===== config.mk =====
export PLATFORM = sky130hd
export DESIGN_NAME = epoch_seconds_to_calendar_dst_top
export DESIGN_NICKNAME = d
export VERILOG_FILES = /design/src/sv/ecd_pkg.sv /design/src/sv/ecd_seq.sv /design/src/sv/ecd_dp.sv /design/src/sv/epoch_seconds_to_calendar_dst_top.sv
export SDC_FILE = /design/constraint.sdc
export NUM_CORES = 2
export LEC_CHECK = 0
export BUFFER_PORTS_ARGS = -buffer_cell sky130_fd_sc_hd__buf_2
export CAP_MARGIN = 20
export CORE_ASPECT_RATIO = 2
export CORE_UTILIZATION = 65
export CTS_CLUSTER_DIAMETER = 150
export DETAILED_ROUTE_END_ITERATION = 16
export PLACE_DENSITY = 0.83
export SETUP_SLACK_MARGIN = 0.1
export SLEW_MARGIN = 30
export SYNTH_ARGS = -nofsm -noshare
export SYNTH_HDL_FRONTEND = slang
export SYNTH_HIERARCHICAL = 1
export SYNTH_SLANG_ARGS = --single-unit

===== constraint.sdc =====
create_clock -name clk -period 20.4 [get_ports clk]
set_input_delay 3.06 -clock clk [delete_from_list [all_inputs] [get_ports clk]]
set_output_delay 3.06 -clock clk [all_outputs]
set_load 0.1 [all_outputs]

===== src/sv/ecd_pkg.sv =====
// Shared types, control-word layout and calendar constants for the
// epoch-to-calendar converter. No dependencies.
`default_nettype none

package ecd_pkg;

    // Calendar constants
    localparam logic [11:0] EPOCH_YEAR    = 12'd1970;
    localparam logic [15:0] EPOCH_WEEKDAY = 16'd4;
    localparam logic [15:0] FEB_LAST_DOY  = 16'd58;
    localparam logic [5:0]  LAST_WEEK_DAY = 6'd25;
    localparam logic [11:0] NO_LEAP_YEAR  = 12'd2100;
    localparam logic [3:0]  FIRST_MONTH   = 4'd1;
    localparam logic [3:0]  LAST_MONTH    = 4'd12;
    localparam logic [3:0]  MONTH_MARCH   = 4'd3;
    localparam logic [3:0]  MONTH_OCTOBER = 4'd10;
    localparam logic [4:0]  LAST_HOUR     = 5'd23;
    localparam logic [4:0]  SWITCH_HOUR   = 5'd2;
    localparam logic [2:0]  LAST_WEEKDAY  = 3'd6;
    localparam logic [2:0]  SUNDAY        = 3'd0;

    // Datapath operations
    typedef logic [3:0] op_t;
    localparam op_t OP_LOAD      = 4'd0;
    localparam op_t OP_DIV       = 4'd1;
    localparam op_t OP_SAVE_SEC  = 4'd2;
    localparam op_t OP_SAVE_MIN  = 4'd3;
    localparam op_t OP_SAVE_HOUR = 4'd4;
    localparam op_t OP_SAVE_WDAY = 4'd5;
    localparam op_t OP_YEAR      = 4'd6;
    localparam op_t OP_FEB       = 4'd7;
    localparam op_t OP_MONTH     = 4'd8;
    localparam op_t OP_DAY       = 4'd9;
    localparam op_t OP_DST       = 4'd10;
    localparam op_t OP_EMIT      = 4'd11;
    localparam op_t OP_NOP       = 4'd12;

    // Jump conditions
    typedef logic [2:0] cond_t;
    localparam cond_t COND_NEVER      = 3'd0;
    localparam cond_t COND_NO_INPUT   = 3'd1;
    localparam cond_t COND_YEAR_MORE  = 3'd3;
    localparam cond_t COND_MONTH_MORE = 3'd4;
    localparam cond_t COND_OUT_FULL   = 3'd5;

    // Divisor select
    typedef logic [1:0] dsel_t;
    localparam dsel_t DSEL_60 = 2'd0;
    localparam dsel_t DSEL_24 = 2'd1;
    localparam dsel_t DSEL_7  = 2'd2;

    typedef logic [3:0] step_t;

    typedef struct packed {
        op_t   op;
        cond_t cond;
        dsel_t dsel;
        step_t target;
    } ctrl_t;

    // Status from the datapath
    typedef struct packed {
        logic year_more;
        logic month_more;
    } dp_flags_t;

    // All jump conditions seen by the sequencer
    typedef struct packed {
        logic      in_valid;
        logic      out_full;
        dp_flags_t dp;
    } flags_t;

    typedef struct packed {
        logic [5:0]  sec;
        logic [5:0]  min;
        logic [4:0]  hour;
        logic [4:0]  day;
        logic [3:0]  month;
        logic [11:0] year;
        logic [2:0]  wday;
        logic        summer;
    } res_t;

    // Leap rule over 1970..2106: every fourth year except 2100
    function automatic logic is_leap(input logic [11:0] y);
        return (y[1:0] == 2'b00) && (y != NO_LEAP_YEAR);
    endfunction

    // Month lengths on the 366-day table
    function automatic logic [4:0] month_len(input logic [3:0] m);
        logic [4:0] len;
        case (m)
            4'd2:    len = 5'd29;
            4'd4:    len = 5'd30;
            4'd6:    len = 5'd30;
            4'd9:    len = 5'd30;
            4'd11:   len = 5'd30;
            default: len = 5'd31;
        endcase
        return len;
    endfunction

endpackage

`default_nettype wire


===== src/sv/ecd_seq.sv =====
// Microcode sequencer: step counter, control-word table and jump logic.
// Depends on ecd_pkg.
`default_nettype none

module ecd_seq (
    input  wire logic           clk,
    input  wire logic           rst_n,
    input  wire ecd_pkg::flags_t flags,
    output ecd_pkg::ctrl_t       ctrl
);
    import ecd_pkg::*;

    // Program steps
    localparam step_t S_DIV_SEC   = 4'd0;
    localparam step_t S_SAVE_SEC  = 4'd1;
    localparam step_t S_DIV_MIN   = 4'd2;
    localparam step_t S_SAVE_MIN  = 4'd3;
    localparam step_t S_DIV_HOUR  = 4'd4;
    localparam step_t S_SAVE_HOUR = 4'd5;
    localparam step_t S_DIV_WDAY  = 4'd6;
    localparam step_t S_SAVE_WDAY = 4'd7;
    localparam step_t S_YEAR      = 4'd8;
    localparam step_t S_FEB       = 4'd9;
    localparam step_t S_MONTH     = 4'd10;
    localparam step_t S_DAY       = 4'd11;
    localparam step_t S_DST       = 4'd12;
    localparam step_t S_EMIT      = 4'd13;
    localparam step_t S_SPARE     = 4'd14;
    localparam step_t S_IDLE      = 4'd15;

    step_t pc_reg;
    step_t pc_next;
    logic  take;

    // Control store; falling through the idle step wraps to step zero
    function automatic ctrl_t ucode(input step_t pc);
        ctrl_t w;
        case (pc)
            S_DIV_SEC:   w = '{OP_DIV,       COND_NEVER,      DSEL_60, S_IDLE};
            S_SAVE_SEC:  w = '{OP_SAVE_SEC,  COND_NEVER,      DSEL_60, S_IDLE};
            S_DIV_MIN:   w = '{OP_DIV,       COND_NEVER,      DSEL_60, S_IDLE};
            S_SAVE_MIN:  w = '{OP_SAVE_MIN,  COND_NEVER,      DSEL_60, S_IDLE};
            S_DIV_HOUR:  w = '{OP_DIV,       COND_NEVER,      DSEL_24, S_IDLE};
            S_SAVE_HOUR: w = '{OP_SAVE_HOUR, COND_NEVER,      DSEL_24, S_IDLE};
            S_DIV_WDAY:  w = '{OP_DIV,       COND_NEVER,      DSEL_7,  S_IDLE};
            S_SAVE_WDAY: w = '{OP_SAVE_WDAY, COND_NEVER,      DSEL_7,  S_IDLE};
            S_YEAR:      w = '{OP_YEAR,      COND_YEAR_MORE,  DSEL_60, S_YEAR};
            S_FEB:       w = '{OP_FEB,       COND_NEVER,      DSEL_60, S_IDLE};
            S_MONTH:     w = '{OP_MONTH,     COND_MONTH_MORE, DSEL_60, S_MONTH};
            S_DAY:       w = '{OP_DAY,       COND_NEVER,      DSEL_60, S_IDLE};
            S_DST:       w = '{OP_DST,       COND_NEVER,      DSEL_60, S_IDLE};
            S_EMIT:      w = '{OP_EMIT,      COND_OUT_FULL,   DSEL_60, S_EMIT};
            S_SPARE:     w = '{OP_NOP,       COND_NEVER,      DSEL_60, S_IDLE};
            default:     w = '{OP_LOAD,      COND_NO_INPUT,   DSEL_60, S_IDLE};
        endcase
        return w;
    endfunction

    assign ctrl = ucode(pc_reg);

    // Evaluate the jump condition
    always_comb
    begin
        case (ctrl.cond)
            COND_NEVER:      take = 1'b0;
            COND_NO_INPUT:   take = !flags.in_valid;
            COND_YEAR_MORE:  take = flags.dp.year_more;
            COND_MONTH_MORE: take = flags.dp.month_more;
            COND_OUT_FULL:   take = flags.out_full;
            default:         take = 1'b0;
        endcase
        pc_next = take ? ctrl.target : pc_reg + 4'd1;
    end

    // Advance the step counter
    always_ff @(posedge clk or negedge rst_n)
    begin
        if (!rst_n)
        begin
            pc_reg <= S_IDLE;
        end
        else
        begin
            pc_reg <= pc_next;
        end
    end

endmodule

`default_nettype wire


===== src/sv/ecd_dp.sv =====
// Datapath: reciprocal-multiply constant divider, year and month walk,
// summer time. Driven by control words from ecd_seq. Depends on ecd_pkg.
`default_nettype none

module ecd_dp (
    input  wire logic            clk,
    input  wire ecd_pkg::ctrl_t  ctrl,
    input  wire logic [31:0]     epoch_seconds,
    output ecd_pkg::dp_flags_t   dpf,
    output ecd_pkg::res_t        res
);
    import ecd_pkg::*;

    logic [31:0] quo_reg, quo_next;
    logic [31:0] qt_reg, qt_next;
    logic [15:0] days_reg, days_next;
    logic [11:0] year_reg, year_next;
    logic [3:0]  month_reg, month_next;
    logic [4:0]  day_reg, day_next;
    logic [4:0]  hour_reg, hour_next;
    logic [5:0]  min_reg, min_next;
    logic [5:0]  sec_reg, sec_next;
    logic [2:0]  wday_reg, wday_next;
    logic        summer_reg, summer_next;

    logic [31:0] magic;
    logic [63:0] product;
    logic [31:0] quot;
    logic [31:0] qt_mul;
    logic [31:0] rem;
    logic [8:0]  ylen;
    logic [4:0]  mlen;
    logic        in_season;
    logic        after_last;
    logic        summer;
    logic [2:0]  wday_inc;

    // Reciprocal of the divisor for the current pass
    always_comb
    begin
        case (ctrl.dsel)
            DSEL_60: magic = 32'h8888_8889;
            DSEL_24: magic = 32'hAAAA_AAAB;
            DSEL_7:  magic = 32'h2492_4925;
            default: magic = 32'h8888_8889;
        endcase
    end

    // Divide step: quotient from the high bits of the product
    assign product = {32'd0, quo_reg} * {32'd0, magic};

    // Save step: quotient times divisor, remainder by subtraction
    always_comb
    begin
        case (ctrl.dsel)
            DSEL_60:
            begin
                quot   = {5'd0, product[63:37]};
                qt_mul = (qt_reg << 6) - (qt_reg << 2);
            end
            DSEL_24:
            begin
                quot   = {4'd0, product[63:36]};
                qt_mul = (qt_reg << 4) + (qt_reg << 3);
            end
            DSEL_7:
            begin
                quot   = product[63:32];
                qt_mul = (qt_reg << 3) - qt_reg;
            end
            default:
            begin
                quot   = {5'd0, product[63:37]};
                qt_mul = (qt_reg << 6) - (qt_reg << 2);
            end
        endcase
    end

    assign rem = quo_reg - qt_mul;

    // Year and month lengths
    assign ylen = is_leap(year_reg) ? 9'd366 : 9'd365;
    assign mlen = month_len(month_reg);

    assign dpf.year_more  = (days_reg >= {7'd0, ylen});
    assign dpf.month_more = (month_reg < LAST_MONTH) && (days_reg >= {11'd0, mlen});

    // Summer time: last Sunday at or after day 25, switch at 02:00
    assign in_season  = (month_reg >= MONTH_MARCH) && (month_reg <= MONTH_OCTOBER);
    assign after_last = ({1'b0, day_reg} >= ({3'd0, wday_reg} + LAST_WEEK_DAY))
                        && ((wday_reg != SUNDAY) || (hour_reg >= SWITCH_HOUR));
    assign summer     = in_season && (after_last ? (month_reg != MONTH_OCTOBER)
                                                 : (month_reg != MONTH_MARCH));
    assign wday_inc   = (wday_reg == LAST_WEEKDAY) ? 3'd0 : wday_reg + 3'd1;

    // Next-value logic per operation
    always_comb
    begin
        quo_next    = quo_reg;
        qt_next     = qt_reg;
        days_next   = days_reg;
        year_next   = year_reg;
        month_next  = month_reg;
        day_next    = day_reg;
        hour_next   = hour_reg;
        min_next    = min_reg;
        sec_next    = sec_reg;
        wday_next   = wday_reg;
        summer_next = summer_reg;
        case (ctrl.op)
            OP_LOAD:
            begin
                quo_next = epoch_seconds;
            end
            OP_DIV:
            begin
                qt_next = quot;
            end
            OP_SAVE_SEC:
            begin
                sec_next = rem[5:0];
                quo_next = qt_reg;
            end
            OP_SAVE_MIN:
            begin
                min_next = rem[5:0];
                quo_next = qt_reg;
            end
            OP_SAVE_HOUR:
            begin
                hour_next = rem[4:0];
                days_next = qt_reg[15:0];
                quo_next  = {16'd0, qt_reg[15:0] + EPOCH_WEEKDAY};
                year_next = EPOCH_YEAR;
            end
            OP_SAVE_WDAY:
            begin
                wday_next = rem[2:0];
            end
            OP_YEAR:
            begin
                if (dpf.year_more)
                begin
                    days_next = days_reg - {7'd0, ylen};
                    year_next = year_reg + 12'd1;
                end
            end
            OP_FEB:
            begin
                // Common year: skip 29 February
                if (!is_leap(year_reg) && (days_reg > FEB_LAST_DOY))
                begin
                    days_next = days_reg + 16'd1;
                end
                month_next = FIRST_MONTH;
            end
            OP_MONTH:
            begin
                if (dpf.month_more)
                begin
                    days_next  = days_reg - {11'd0, mlen};
                    month_next = month_reg + 4'd1;
                end
            end
            OP_DAY:
            begin
                day_next = days_reg[4:0] + 5'd1;
            end
            OP_DST:
            begin
                summer_next = summer;
                if (summer)
                begin
                    if (hour_reg == LAST_HOUR)
                    begin
                        // Carry the added hour into the next day
                        hour_next = 5'd0;
                        wday_next = wday_inc;
                        if (day_reg == mlen)
                        begin
                            day_next   = 5'd1;
                            month_next = month_reg + 4'd1;
                        end
                        else
                        begin
                            day_next = day_reg + 5'd1;
                        end
                    end
                    else
                    begin
                        hour_next = hour_reg + 5'd1;
                    end
                end
            end
            default:
            begin
                quo_next = quo_reg;
            end
        endcase
    end

    // Working registers
    always_ff @(posedge clk)
    begin
        quo_reg    <= quo_next;
        qt_reg     <= qt_next;
        days_reg   <= days_next;
        year_reg   <= year_next;
        month_reg  <= month_next;
        day_reg    <= day_next;
        hour_reg   <= hour_next;
        min_reg    <= min_next;
        sec_reg    <= sec_next;
        wday_reg   <= wday_next;
        summer_reg <= summer_next;
    end

    assign res.sec    = sec_reg;
    assign res.min    = min_reg;
    assign res.hour   = hour_reg;
    assign res.day    = day_reg;
    assign res.month  = month_reg;
    assign res.year   = year_reg;
    assign res.wday   = wday_reg;
    assign res.summer = summer_reg;

endmodule

`default_nettype wire


===== src/sv/epoch_seconds_to_calendar_dst_top.sv =====
// Epoch seconds to calendar date with European summer time.
//
// Input channel: epoch_seconds with in_valid/in_ready; one transfer per
// conversion. Output channel: the calendar fields with out_valid/out_ready,
// one transfer per input.
// One item at a time: in_ready is high only while the sequencer sits in
// its idle step. A conversion's length from the input transfer to the
// output register depends on the years walked from 1970 (0..136) and
// the month reached (1..12), since both are walked one step at a time.
// The four constant divides (by 60, 60, 24, 7) use a reciprocal multiply
// and take two steps each; the year walk sets most of the rest. After the
// result is loaded, the sequencer goes through its spare step back to idle
// before it can take the next input. A new input can be taken while
// the previous result still waits; if the receiver stalls while a second
// result is ready, the sequencer holds in its emit step and in_ready stays low.
// Reset returns the sequencer to idle and drops out_valid; no other state.
// Depends on ecd_pkg, ecd_seq and ecd_dp.
`default_nettype none

module epoch_seconds_to_calendar_dst_top (
    input  wire logic        clk,
    input  wire logic        rst_n,
    input  wire logic        in_valid,
    output logic             in_ready,
    input  wire logic [31:0] epoch_seconds,
    output logic             out_valid,
    input  wire logic        out_ready,
    output logic [5:0]       second_of_minute,
    output logic [5:0]       minute_of_hour,
    output logic [4:0]       hour_of_day,
    output logic [4:0]       day_of_month,
    output logic [3:0]       month_of_year,
    output logic [11:0]      calendar_year,
    output logic [2:0]       day_of_week,
    output logic             summer_time
);
    import ecd_pkg::*;

    ctrl_t     ctrl;
    flags_t    flags;
    dp_flags_t dpf;
    res_t      res;
    res_t      out_reg;
    logic      out_valid_reg, out_valid_next;
    logic      emit_fire;

    assign flags.in_valid = in_valid;
    assign flags.out_full = out_valid_reg && !out_ready;
    assign flags.dp       = dpf;

    ecd_seq u_seq (
        .clk   (clk),
        .rst_n (rst_n),
        .flags (flags),
        .ctrl  (ctrl)
    );

    ecd_dp u_dp (
        .clk           (clk),
        .ctrl          (ctrl),
        .epoch_seconds (epoch_seconds),
        .dpf           (dpf),
        .res           (res)
    );

    assign in_ready  = (ctrl.op == OP_LOAD);
    assign emit_fire = (ctrl.op == OP_EMIT) && !flags.out_full;

    // Hold the result until the receiver takes it
    always_comb
    begin
        out_valid_next = out_valid_reg;
        if (emit_fire)
        begin
            out_valid_next = 1'b1;
        end
        else if (out_ready)
        begin
            out_valid_next = 1'b0;
        end
    end

    always_ff @(posedge clk or negedge rst_n)
    begin
        if (!rst_n)
        begin
            out_valid_reg <= 1'b0;
        end
        else
        begin
            out_valid_reg <= out_valid_next;
        end
    end

    // Load the output register on emit
    always_ff @(posedge clk)
    begin
        if (emit_fire)
        begin
            out_reg <= res;
        end
    end

    assign out_valid        = out_valid_reg;
    assign second_of_minute = out_reg.sec;
    assign minute_of_hour   = out_reg.min;
    assign hour_of_day      = out_reg.hour;
    assign day_of_month     = out_reg.day;
    assign month_of_year    = out_reg.month;
    assign calendar_year    = out_reg.year;
    assign day_of_week      = out_reg.wday;
    assign summer_time      = out_reg.summer;

`ifndef SYNTHESIS
    // The block goes busy right after taking an input
    a_busy_after_input: assert property (@(posedge clk) disable iff (!rst_n)
        (in_valid && in_ready) |=> !in_ready)
        else $error("in_ready still high after input transfer");

    // An emit always presents a result in the next cycle
    a_emit_shows: assert property (@(posedge clk) disable iff (!rst_n)
        emit_fire |=> out_valid)
        else $error("emit did not raise out_valid");

    // Presented results are well formed
    a_fields_range: assert property (@(posedge clk) disable iff (!rst_n)
        out_valid |-> (month_of_year >= 4'd1 && month_of_year <= 4'd12
                       && day_of_week <= 3'd6 && hour_of_day <= 5'd23
                       && day_of_month >= 5'd1))
        else $error("result field out of range");

    // Summer time only between March and October
    a_summer_season: assert property (@(posedge clk) disable iff (!rst_n)
        (out_valid && summer_time) |-> (month_of_year >= 4'd3 && month_of_year <= 4'd10))
        else $error("summer time flagged outside its season");
`endif

endmodule

`default_nettype wire


Yosys cells after proc, flatten, opt, wreduce, memory -nomap -nowiden
Memories as Yosys holds them, arrays and structs flattened.
Index checks and enable logic that the tools add are counted.
{"block": "word_totals", "regBits": 169, "rom_bits": 192, "in_bits": 36, "out_inout_bits": 44, "word_cells": 146, "mem_count": 1}
{"block": "classes", "n_addsub": 16, "n_mul": 1, "order_cmp": 8, "n_eq_ne": 34, "n_mux": 33, "n_reduce_logical": 32}
{"name": "(name not given)", "words": 16, "width": 12, "read_ports": 1, "rd_ports_with_merged_regs": 0, "write_ports": 0, "line_no": "ecd_seq.sv:38", "source": "case (pc)"}
{"operator": "$pmux 32 s2", "count": 2}
{"operator": "$pmux 32 s3", "count": 1}
{"operator": "$mul 32x32->64", "count": 1}
{"operator": "$pmux 16 s4", "count": 1}
{"operator": "$mux 16", "count": 3}
{"operator": "$mux 5", "count": 5}
{"operator": "$eq 4x3->1 const B", "count": 6}
{"operator": "$eq 4x4->1 const B", "count": 6}
{"operator": "$pmux 12 s2", "count": 1}
{"operator": "$mux 4", "count": 5}
{"operator": "$pmux 5 s2", "count": 2}
{"operator": "$add 16x1->16 const B", "count": 1}
{"operator": "$add 16x3->16 const B", "count": 1}
{"operator": "$ge 16x5->1", "count": 1}
{"operator": "$ge 16x9->1", "count": 1}
{"operator": "$gt 16x6->1 const B", "count": 1}
{"operator": "$sub 16x5->16", "count": 1}
{"operator": "$sub 16x9->16", "count": 1}
{"operator": "$add 5x1->5 const B", "count": 3}
{"operator": "$add 12x1->12 const B", "count": 1}
{"operator": "$eq 4x2->1 const B", "count": 3}
{"operator": "$mux 12", "count": 1}
{"operator": "$ne 12x12->1 const B", "count": 1}
{"operator": "$pmux 4 s3", "count": 1}
{"operator": "44 further kinds", "count": 74}

Longest topological paths before layout
{"block": "logic_depth", "ltp_word": 8, "ltp_mapped": 35, "mapped_depth_nobuf": 32}

By module
Netlist, hierarchy kept.
{"module": "ecd_dp", "n_inst": 1, "cells_per_inst": 3175, "area_per_inst_um2": 30326.6, "seq_area_each_um2": 3663.5}
{"module": "epoch_seconds_to_calendar_dst_top", "n_inst": 1, "cells_per_inst": 48, "area_per_inst_um2": 1331.3, "seq_area_each_um2": 1286.2}
{"module": "ecd_seq", "n_inst": 1, "cells_per_inst": 58, "area_per_inst_um2": 519.2, "seq_area_each_um2": 105.1}

Worst setup path before layout
OpenSTA, ideal clock, no wires.
{"block": "synth_path", "kind": "register -> register", "from": "reg u_seq.pc_reg[2]", "to": "reg u_dp.qt_reg[23] (data pin)", "setup_time_ps": 270, "arrival_ps": 8561, "t_required_ps": 20130, "path_slack_ps": 11569, "path_stages_with_launch": 33, "path_buffers": 6, "synth_period_minus_slack_ps": 8831, "cell_sequence": "dfstp_2 buf_4 clkbuf_1 nor3b_1 ha_1 buf_2 clkbuf_1 buf_1 buf_1 nand2_1 nor2_1 fa_1 fa_1 inv_1 fa_1 inv_1 fa_1 fa_1 fa_1 inv_1 fa_1 inv_1 ha_1 nand2_1 o21ai_0 o21ai_2 a2111oi_4 a21oi_2 o21ba_4 a31oi_2 xor2_1 a221oi_1 a21oi_1"}
{"element": "start, declared", "line_no": "ecd_seq.sv:31", "source": "step_t pc_reg;"}
{"element": "start signal, assigned", "line_no": "ecd_seq.sv:84", "source": "pc_reg <= pc_next;"}
{"element": "end signal, assigned", "line_no": "ecd_dp.sv:206", "source": "qt_reg <= qt_next;"}
{"element": "end, declared", "line_no": "ecd_dp.sv:15", "source": "logic [31:0] qt_reg, qt_next;"}

==> reports/summary.txt <==
Die X: 159.2 um
wire length per cell after detailed routing: 26.13 um
startpoint-to-endpoint class of the critical path: reg2reg
headroom to the max-slew limit: 0.3592
initial standard-cell utilization of the core: 0.6624
count of endpoints failing setup in the final report: 0
Period Utilization, post-route: 0.4974
count of port buffers added during placement: 79
largest net degree at the start of global routing: 67
unrepaired setup endpoints after global routing: no
Die Span Y: 316.4 um
die outline area: 50,370 um^2
post-route setup slack: 10.25 ns
number of sinks handled by clock tree synthesis: 169
Pre-Repair DR Iteration Count: 7
status: finished, final reports clean
Min Clock Period, post-route: 10.15 ns
number of max-slew violations in the final report: 0
total placed instance area: 33,170 um^2
Design Area, Final: 33,780 um^2
ratio of cells with drive above 1 in the final layout: 0.05833
Setup TNS Final: 0 ns
routed metal-1 wirelength: 32,540 um
# H-tree levels: 4
crit-path max FO: 47
pre-CTS WS: 10.52 ns
CTS tree: built
CP Data Required Time: 20.56 ns
gate count after technology mapping: 3,273
kind of end point of the critical path: flop
fmax: 98.56 MHz
DP Wirelength: 88,300 um
area of combinational cells with multiple inputs: 23,850 um^2
CTS-repair resized insts: 0
buffers from clock root to sink, at most: 2
cell type of the slowest stage on the worst timing path: xor2_1
worst clock skew on the final layout: 0.01397 ns
footprint of the flip-flops and latches: 5055 um^2
Startpoint Class: flop
CTS Hold Buffers Added: 0
number of hold violations in the final report: 0
actual slew at the worst max-slew pin: 0.9580 ns
DRC violation count after routing: 0
GR Overflow Total: 0
setup fix buffers added after clock tree synthesis: 0
type of the most critical hold path: reg2reg
number of synthesis warnings: 6
CP arrival: 10.31 ns
detailed-routed wire length on met3: 5946 um
vias per std cell: 6.182
count of antenna diodes in the layout: 0
number of buffers created by CTS: 17
total core area: 48,500 um^2
final WL: 103,100 um
synthesized netlist net count: 4,241
maximum single-stage delay on the critical path: 0.80 ns
total routing usage reported by global routing: 0.4271
WL met2: 50,670 um
clock edge transition at the registers on the reported setup and hold paths: 0.08 ns
clock network latency to the later pin of the worst-skew pair: 0.44 ns
row count: 114
post-synthesis average cell area: 9.815 um^2
Top Metal Used: met4
maximum capacitance violations: 0
tightest hold margin: 0.4193 ns
Most common cell on crit path: fa_1
Clock Tree Root: clkbuf_16
post-detailed-route count of antenna-violating nets: 0
number of inserted filler cells in the final layout: 3,803
starting DRC count in detailed routing: 1,921
initial antenna violation count: 1
routability congestion estimate from global placement: 1.028
number of global-route vias before repair: 26,680
cell area after synthesis: 32,120 um^2
final net count: 4,264
layout overhead on the synthesized area: 5.157%
vias after detailed routing: 24,400
number of I/O pins: 80
wire length of the first global-routing pass: 156,400 um
## layout by cell type (no fill, tap or decap), types with 8 or more instances in the layout
cell,count
nor3_1,22
clkbuf_16,17
and2_1,40
a22oi_1,21
xnor2_1,120
a21oi_1,104
nand3_1,45
a221o_1,11
edfxtp_1,164
a41o_1,8
o211ai_1,17
inv_1,765
and3_1,25
nor3b_1,9
o21ai_1,14
a31oi_1,15
nor2b_1,59
nand4_1,25
a22o_1,17
ha_1,410
o21bai_1,21
o22ai_1,14
nand2_1,188
fa_1,519
nor2_1,135
xor2_1,73
a21o_1,58
a221oi_1,15
buf_2,79
o221ai_1,12
o21ai_0,81
a31o_2,10
nand2b_1,23
buf_4,21
## through the flow
stage / cells / util
2_1_floorplan: 3273 / -
3_3_place_gp: 3912 / 0.6829
3_5_place_dp: 3915 / 0.6839
4_1_cts: 3947 / 0.6963
5_1_grt: 3947 / 0.6965
6_report: 3947 / 0.6965
## path summary, 6_finish.rpt
path                                       endpoint  slack (ns)       startpoint  cells past startpoint
worst max-delay path                u_dp/qt_reg[23]       10.25  u_seq/pc_reg[2]                     29
worst min-delay path            second_of_minute[3]        0.42  u_dp/sec_reg[3]                      0
worst max register to register      u_dp/qt_reg[23]       10.25  u_seq/pc_reg[2]                     29
worst min register to register  second_of_minute[3]        0.42  u_dp/sec_reg[3]                      0
max in group asynchronous           u_seq/pc_reg[2]       17.75            rst_n                      1
min in group asynchronous                 out_valid        2.42            rst_n                      1
## layer usage
| metal | up-vias | track usage |
|---|---|---|
| met5 | - | 0 |
| met4 | 0 | 0.4607 |
| met3 | 557 | 0.05677 |
| met2 | 1238 | 0.7397 |
| met1 | 11990 | 0.4264 |
| li1 | 10620 | - |
## critical path, delay by kind of cell (launching register included)
kind	cells	cell delay, ns
adders and majority gates	9	4.49
buffers and inverters	7	1.03
AOI/OAI and AO/OA	8	1.71
xor gates and xnor gates	2	0.99
and+or+nand+nor	3	0.91
DFF	1	0.69
## layout make-up
| class | count | share of cell area |
|---|---|---|
| multi-input cells | 2239 | 0.7059 |
| inverters | 766 | 0.08512 |
| clock inverters | 15 | 0.005223 |
| well taps | 638 | 0.02363 |
| flip-flops and latches | 169 | 0.1496 |
| repair buffers | 103 | 0.01785 |
| clock buffers | 17 | 0.01259 |
Power is not shown: default switching activity piles up to over one toggle a cycle in this logic, so the estimate is an artifact.
